File: config.mk
export PLATFORM = sky130hd
export DESIGN_NAME = message_frame_deframer_flat
export DESIGN_NICKNAME = d
export VERILOG_FILES = /design/src/rtl/core/mfd_pkg.sv /design/src/rtl/core/mfd_ifs.sv /design/src/rtl/core/mfd_parser.sv /design/src/rtl/core/mfd_out_stage.sv /design/src/rtl/core/message_frame_deframer.sv /design/src/flat_wrapper.sv
export SDC_FILE = /design/constraint.sdc
export NUM_CORES = 1
export LEC_CHECK = 0
export BUFFER_PORTS_ARGS = -buffer_cell sky130_fd_sc_hd__buf_2
export CAP_MARGIN = 20
export CORE_MARGIN = 1
export CORE_UTILIZATION = 45
export CTS_CLUSTER_DIAMETER = 150
export DETAILED_ROUTE_END_ITERATION = 7
export PLACE_DENSITY = 0.62
export RECOVER_POWER = 25
export SLEW_MARGIN = 5
export SYNTH_ARGS = -nofsm -noshare
export SYNTH_HDL_FRONTEND = slang
export SYNTH_SLANG_ARGS = --single-unit
File: constraint.sdc
create_clock -name clk -period 4.3 [get_ports clk]
set_input_delay 1.075 -clock clk [delete_from_list [all_inputs] [get_ports clk]]
set_output_delay 1.075 -clock clk [all_outputs]
set_load 0.03 [all_outputs]
File: src/rtl/core/mfd_pkg.sv
// Shared constants and types of the message frame deframer.
package mfd_pkg;

	// Width of the payload byte counter; long sizes are kept modulo 2^SIZE_BITS.
	localparam int SIZE_BITS = 64;

	// Size byte value that announces an eight-byte size field.
	localparam logic [7:0] LONG_MARK = 8'hFF;

	// Number of bytes in the long size field and the width of its index.
	localparam int LONG_BYTES = 8;
	localparam int LONG_IDX_W = $clog2(LONG_BYTES);

	typedef logic [SIZE_BITS-1:0] size_t;
	typedef logic [LONG_IDX_W-1:0] long_idx_t;

	// One result item.
	typedef struct packed {
		logic [7:0] data_byte;
		logic [7:0] frame_flags;
		logic       last_of_frame;
		logic       empty_frame;
	} frame_t;

	// What the parser hands to the output stage for the byte it holds.
	typedef struct packed {
		logic   emit;
		frame_t result;
	} parse_res_t;

endpackage

File: src/rtl/core/mfd_ifs.sv
// Stream interfaces for the deframer: the received byte channel and the result channel.
interface mfd_byte_if;
	logic       valid;
	logic       ready;
	logic [7:0] in_byte;

	modport source (output valid, output in_byte, input ready);
	modport sink (input valid, input in_byte, output ready);
endinterface

interface mfd_frame_if;
	logic       valid;
	logic       ready;
	logic [7:0] data_byte;
	logic [7:0] frame_flags;
	logic       last_of_frame;
	logic       empty_frame;

	modport source (output valid, output data_byte, output frame_flags,
		output last_of_frame, output empty_frame, input ready);
	modport sink (input valid, input data_byte, input frame_flags,
		input last_of_frame, input empty_frame, output ready);
endinterface

File: src/rtl/core/mfd_parser.sv
// Frame parser: phase state, flags, size counter and per-byte result decode.
module mfd_parser (
	input  logic               clk,
	input  logic               arst_n,
	input  logic [7:0]         byte_s1,
	input  logic               step,
	output mfd_pkg::parse_res_t res
);
	import mfd_pkg::*;

	typedef enum logic [1:0] {
		PH_FLAGS,
		PH_SIZE,
		PH_LONG,
		PH_DATA
	} phase_t;

	localparam long_idx_t IDX_LAST = long_idx_t'(LONG_BYTES - 1);

	phase_t    phase_q, phase_d;
	logic [7:0] flags_q, flags_d;
	size_t     rem_q, rem_d;
	long_idx_t idx_q, idx_d;

	logic [SIZE_BITS+7:0] shift_cat;
	size_t                shifted;
	size_t                rem_dec;

	assign shift_cat = {rem_q, byte_s1};
	assign shifted   = shift_cat[SIZE_BITS-1:0];
	assign rem_dec   = rem_q - size_t'(1);

	always_comb begin
		phase_d = phase_q;
		flags_d = flags_q;
		rem_d   = rem_q;
		idx_d   = idx_q;
		res     = '0;
		res.result.frame_flags = flags_q;
		unique case (phase_q)
			PH_FLAGS: begin
				flags_d = byte_s1;
				phase_d = PH_SIZE;
			end
			PH_SIZE: begin
				if (byte_s1 == LONG_MARK) begin
					rem_d   = '0;
					idx_d   = '0;
					phase_d = PH_LONG;
				end else if (byte_s1 == 8'd0) begin
					rem_d   = '0;
					phase_d = PH_FLAGS;
					res.emit = 1'b1;
					res.result.last_of_frame = 1'b1;
					res.result.empty_frame   = 1'b1;
				end else begin
					rem_d   = size_t'(byte_s1);
					phase_d = PH_DATA;
				end
			end
			PH_LONG: begin
				rem_d = shifted;
				if (idx_q != IDX_LAST) begin
					idx_d = idx_q + long_idx_t'(1);
				end else begin
					idx_d = '0;
					if (shifted == '0) begin
						phase_d = PH_FLAGS;
						res.emit = 1'b1;
						res.result.last_of_frame = 1'b1;
						res.result.empty_frame   = 1'b1;
					end else begin
						phase_d = PH_DATA;
					end
				end
			end
			PH_DATA: begin
				rem_d = rem_dec;
				res.emit = 1'b1;
				res.result.data_byte = byte_s1;
				res.result.last_of_frame = (rem_dec == '0);
				if (rem_dec == '0) begin
					phase_d = PH_FLAGS;
				end
			end
			default: begin
				phase_d = PH_FLAGS;
			end
		endcase
	end

	always_ff @(posedge clk or negedge arst_n) begin
		if (!arst_n) begin
			phase_q <= PH_FLAGS;
			flags_q <= '0;
			rem_q   <= '0;
			idx_q   <= '0;
		end else if (step) begin
			phase_q <= phase_d;
			flags_q <= flags_d;
			rem_q   <= rem_d;
			idx_q   <= idx_d;
		end
	end

endmodule

File: src/rtl/core/mfd_out_stage.sv
// Result register: holds one finished result until the sink takes it.
module mfd_out_stage (
	input  logic                clk,
	input  logic                arst_n,
	input  logic                valid_s1,
	input  mfd_pkg::parse_res_t res,
	output logic                step,
	mfd_frame_if.source         frames
);
	import mfd_pkg::*;

	logic   valid_q;
	frame_t data_q;
	logic   free;
	logic   load;

	assign free = !valid_q || frames.ready;
	assign load = valid_s1 && res.emit && free;
	assign step = valid_s1 && (!res.emit || free);

	always_ff @(posedge clk or negedge arst_n) begin
		if (!arst_n) begin
			valid_q <= 1'b0;
		end else if (free) begin
			valid_q <= valid_s1 && res.emit;
		end
	end

	always_ff @(posedge clk) begin
		if (load) begin
			data_q <= res.result;
		end
	end

	assign frames.valid         = valid_q;
	assign frames.data_byte     = data_q.data_byte;
	assign frames.frame_flags   = data_q.frame_flags;
	assign frames.last_of_frame = data_q.last_of_frame;
	assign frames.empty_frame   = data_q.empty_frame;

endmodule

File: src/rtl/core/message_frame_deframer.sv
// An accepted byte is parsed from the input register and its result is held in the result register.
// Throughput: one byte per clock cycle while the result register is free or the byte makes no result,
// set by the combinational parser step and the result register.
// Flags and size bytes produce no result and never stall, except a size that closes an empty frame.
// Reset (arst_n low, asynchronous) returns to waiting for a flags byte and drops held results.
// The input side keeps accepting while a finished result waits, as long as that byte makes none.
module message_frame_deframer (
	input  logic        clk,
	input  logic        arst_n,
	mfd_byte_if.sink    stream,
	mfd_frame_if.source frames
);
	import mfd_pkg::*;

	// Input register: the received byte that the parser works on this cycle.
	logic       valid_s1;
	logic [7:0] byte_s1;

	// The parser result for byte_s1 and the advance strobe from the output stage.
	parse_res_t res;
	logic       step;

	// A new transaction is taken when the input register is empty or drains this cycle.
	// The drain condition looks through to frames.ready only when the held byte makes a result.
	assign stream.ready = !valid_s1 || step;

	always_ff @(posedge clk or negedge arst_n) begin
		if (!arst_n) begin
			valid_s1 <= 1'b0;
		end else if (stream.ready) begin
			valid_s1 <= stream.valid;
		end
	end

	always_ff @(posedge clk) begin
		if (stream.valid && stream.ready) begin
			byte_s1 <= stream.in_byte;
		end
	end

	// The parser advances its frame state exactly once for each byte that leaves the input register.
	mfd_parser u_parser (
		.clk     (clk),
		.arst_n  (arst_n),
		.byte_s1 (byte_s1),
		.step    (step),
		.res     (res)
	);

	// The output stage decides whether the held byte may leave and captures its result.
	mfd_out_stage u_out (
		.clk      (clk),
		.arst_n   (arst_n),
		.valid_s1 (valid_s1),
		.res      (res),
		.step     (step),
		.frames   (frames)
	);

endmodule

File: src/flat_wrapper.sv
// flat-port wrapper written by rule: the top's interface ports become plain ports
module message_frame_deframer_flat import mfd_pkg::*;
  (clk, arst_n, stream_valid, stream_in_byte, stream_ready, frames_valid, frames_data_byte, frames_frame_flags, frames_last_of_frame, frames_empty_frame, frames_ready);
  mfd_byte_if stream_i ();
  mfd_frame_if frames_i ();
  input  logic clk;
  input  logic arst_n;
  input wire logic [$bits(stream_i.valid)-1:0] stream_valid;
  input wire logic [$bits(stream_i.in_byte)-1:0] stream_in_byte;
  output wire logic [$bits(stream_i.ready)-1:0] stream_ready;
  output wire logic [$bits(frames_i.valid)-1:0] frames_valid;
  output wire logic [$bits(frames_i.data_byte)-1:0] frames_data_byte;
  output wire logic [$bits(frames_i.frame_flags)-1:0] frames_frame_flags;
  output wire logic [$bits(frames_i.last_of_frame)-1:0] frames_last_of_frame;
  output wire logic [$bits(frames_i.empty_frame)-1:0] frames_empty_frame;
  input wire logic [$bits(frames_i.ready)-1:0] frames_ready;
  assign stream_i.valid = stream_valid;
  assign stream_i.in_byte = stream_in_byte;
  assign stream_ready = stream_i.ready;
  assign frames_valid = frames_i.valid;
  assign frames_data_byte = frames_i.data_byte;
  assign frames_frame_flags = frames_i.frame_flags;
  assign frames_last_of_frame = frames_i.last_of_frame;
  assign frames_empty_frame = frames_i.empty_frame;
  assign frames_i.ready = frames_ready;
  message_frame_deframer u_core (.clk(clk), .arst_n(arst_n), .stream(stream_i), .frames(frames_i));
endmodule
==> metrics.txt <==
status complete, but fails checks; failing checks capacitance limit, slew limit; final worst slack ~0.086 ns; DP Area around 7300 um^2; post-route minimum period approximately 4.2 ns; R2R setup slack approximately 0.28 ns; most common cell after layout, fill and taps aside dfrtp_1; worst-path cell chain or4_4 -> or3_4 -> or3_4 -> nor4_2 -> buf_4 -> a21o_1 -> o21ai_2 -> or2_4 -> buf_4; max-slew violation count 41; ys flop type dfrtp_1; clock sinks ~110; Clock Root Buffer clkbuf_16; CTS tree done; IO Count 32; FF+latch count, synth 105; max incr delay on CP around 0.55 ns; critical path data required time around 3.2 ns; GP Congestion between 0.9 and 1; Post-DRT Antenna Nets 0; hold depth 0; final period utilization 0.980; share of layout cells above drive strength 1 0.169; Via density 6.63; Syn. warnings 0; hold_sp u_core.u_parser.flags_q[0]; I/O Buffers 31; die footprint roughly 16,000 um^2; synth unique cells 71; Hold Crit Class reg -> reg; top post-synthesis cells by area dfrtp_1 (29%), edfxtp_1 (12%), o21ai_0 (4.7%); Final nets 833; endpoint class of the critical path output pin; Final Hold Fails 0; Syn-to-layout area delta 13.6%; Worst path slowest cell or4_4; Die Width roughly 120 um; diodes inserted 0; Residual DRC 0; fill count between 1,000 and 1,500; RR Endpoint u_core.u_parser.phase_q[1]; peak supply drop ~0.25 mV; Row Count 44; sequential share of the synthesized area 0.407; CP Class reg -> out; Syn Std Cell Area a little under 7000 um^2; FFs w/ async S/R, synth 0.752; post-route cell area roughly 7700 um^2; Reg clk slew, reported paths about 0.070 ns; initial antenna violation count 0; largest net degree at the start of global routing 80; CTS Buf Count 9; vias in the first global route about 6,300; top cell type's share of synthesized area 0.292; most frequent cells in the layout dfrtp_1 (78), nand2_1 (65), o21ai_0 (63); Core Box Area 14,600 um^2; H-tree levels 3; met3 Use GR 0.0563; Congestion Overflow GR 0; first-pass GRT wire length 34,600 um; Slew headroom -0.511; Avg Inst Size Synth 8.70 um^2; worst r2r path cells 9; Clock Skew around 0.010 ns; leakage power total 0.00299 uW; dpl ws 0.293 ns; hold_ws 0.446 ns; gr busiest metal met2; dominant cell type by area after synthesis dfrtp_1; met1 usage 0.392; final setup violation count 0; hpwl dp around 15,000 um; Hold-fix buffers, CTS 0; number of synthesized flops with an enable pin 26; Hold Path Sink u_core.u_out.frames.frame_flags[0]; RR Startpoint u_core.u_parser.rem_q[29]; via count 6,625; drt total wl 21,500 um; Initial Utilization 0.464; gr usage total 0.282; crit path DAT approximately 3.1 ns; Max Cap Viol 1; wire length per cell between 20 and 25 um; Startpoint Class flop; syn nets 800; die height approximately 120 um; Syn Inst Count 778; Fmax between 0.2 and 0.25 GHz; DR iter-0 viols roughly 760; worst-margin pin slew approximately 2.3 ns; CP Max Fanout 3; worst-case clock buffer depth 2; met2 usage 0.428; Cell Pwr Density around 320 nW/um^2; iteration count of the initial detailed-routing pass 5; Clock Latency Late Sink 0.36 ns
==> cell usage after synthesis, types with 22 or more instances <==
cell,number
dfrtp_1,79
nand2_1,65
o21ai_0,64
clkbuf_1,51
nor2_1,50
a21oi_1,44
nor3_1,33
nor4_1,30
edfxtp_1,26
nand4_1,24
inv_1,23
nand3_1,22
==> repair_timing <==
item | CTS | global route
setup buffers | 0 | 2
endpoints found under the hold margin | 0 | 0
pin swaps | 1 | 2
endpoints found under the setup margin | 1 | 1
gates resized for setup | 3 | 9
==> per-layer routing <==
| metal | vias to the layer above | routed length [um] |
|---|---|---|
| met5 | - | 0 |
| met4 | 0 | 647 |
| met3 | 57 | 1690 |
| met2 | 295 | 9820 |
| met1 | 3244 | 9320 |
| li1 | 3029 | - |
==> layout make-up <==
cell class | count | area, um^2 | share of cell area
multi-input combinational | 588 | 3740 | 0.486
timing repair buffer | 83 | 572 | 0.0743
tap | 184 | 230 | 0.0299
clock buffer | 9 | 225 | 0.0293
clock inverter | 7 | 77.6 | 0.0101
sequential | 105 | 2760 | 0.359
inverter | 24 | 90.1 | 0.0117
==> critical path, delay by kind of cell, from the launching register on <==
family / cells / cell delay (ns)
compound gates: 2 / 0.20
flops: 1 / 0.39
simple gates: 5 / 1.86
buf+inv: 2 / 0.33
==> cell families after synthesis <==
group / count (synthesis) / share of synthesized area
mux: 12 / 0.0192
compound gates: 225 / 0.217
buf+inv: 85 / 0.0493
flops: 105 / 0.407
simple gates: 326 / 0.269
fa+ha+maj: 10 / 0.0185
xor+xnor: 15 / 0.0194
==> registers in the layout, summed over array words and instances, names as in the netlist <==
name,flops
u_core.u_parser.idx_q,3
u_core.u_out.frames.frame_flags,8
u_core.u_parser.phase_q,2
u_core.byte_s1,8
u_core.valid_s1,1
u_core.u_out.frames.valid,1
u_core.u_out.frames.last_of_frame,1
u_core.u_out.frames.data_byte,8
u_core.u_parser.rem_q,64
u_core.u_out.frames.empty_frame,1
u_core.u_parser.flags_q,8
==> worst max-delay path by stage <==
stage / from / endpoint / slack, ns
after floorplan: u_core.u_parser.rem_q[0] / u_core.u_parser.phase_q[1] / 0.13
after global placement: u_core.u_parser.rem_q[46] / stream_ready / 0.29
after detailed placement: u_core.u_parser.rem_q[46] / stream_ready / 0.29
after CTS: u_core.u_parser.rem_q[46] / stream_ready / 0.02
after global routing: u_core.u_parser.rem_q[46] / stream_ready / -0.005
final: u_core.u_parser.rem_q[46] / stream_ready / 0.09
==> per-stage QoR <==
step	util	total power (uW)	instances	TNS, ns
after detailed placement	0.502	1630	981	0
after global routing	0.527	2600	1000	-0.00454
after floorplan	-	1460	778	0
final	0.527	2500	1000	0
after global placement	0.502	1620	981	0
after CTS	0.523	2500	997	0
==> power breakdown <==
| part | internal [uW] | leakage (uW) | switching (uW) |
|---|---|---|---|
| Combinational | 174 | 0.00164 | 286 |
| Sequential | 1090 | 0.00121 | 84.3 |
| Clock | 458 | 0.000142 | 404 |
| Total | 1720 | 0.00299 | 774 |
No activity file was read; power rests on OpenSTA's default activity.
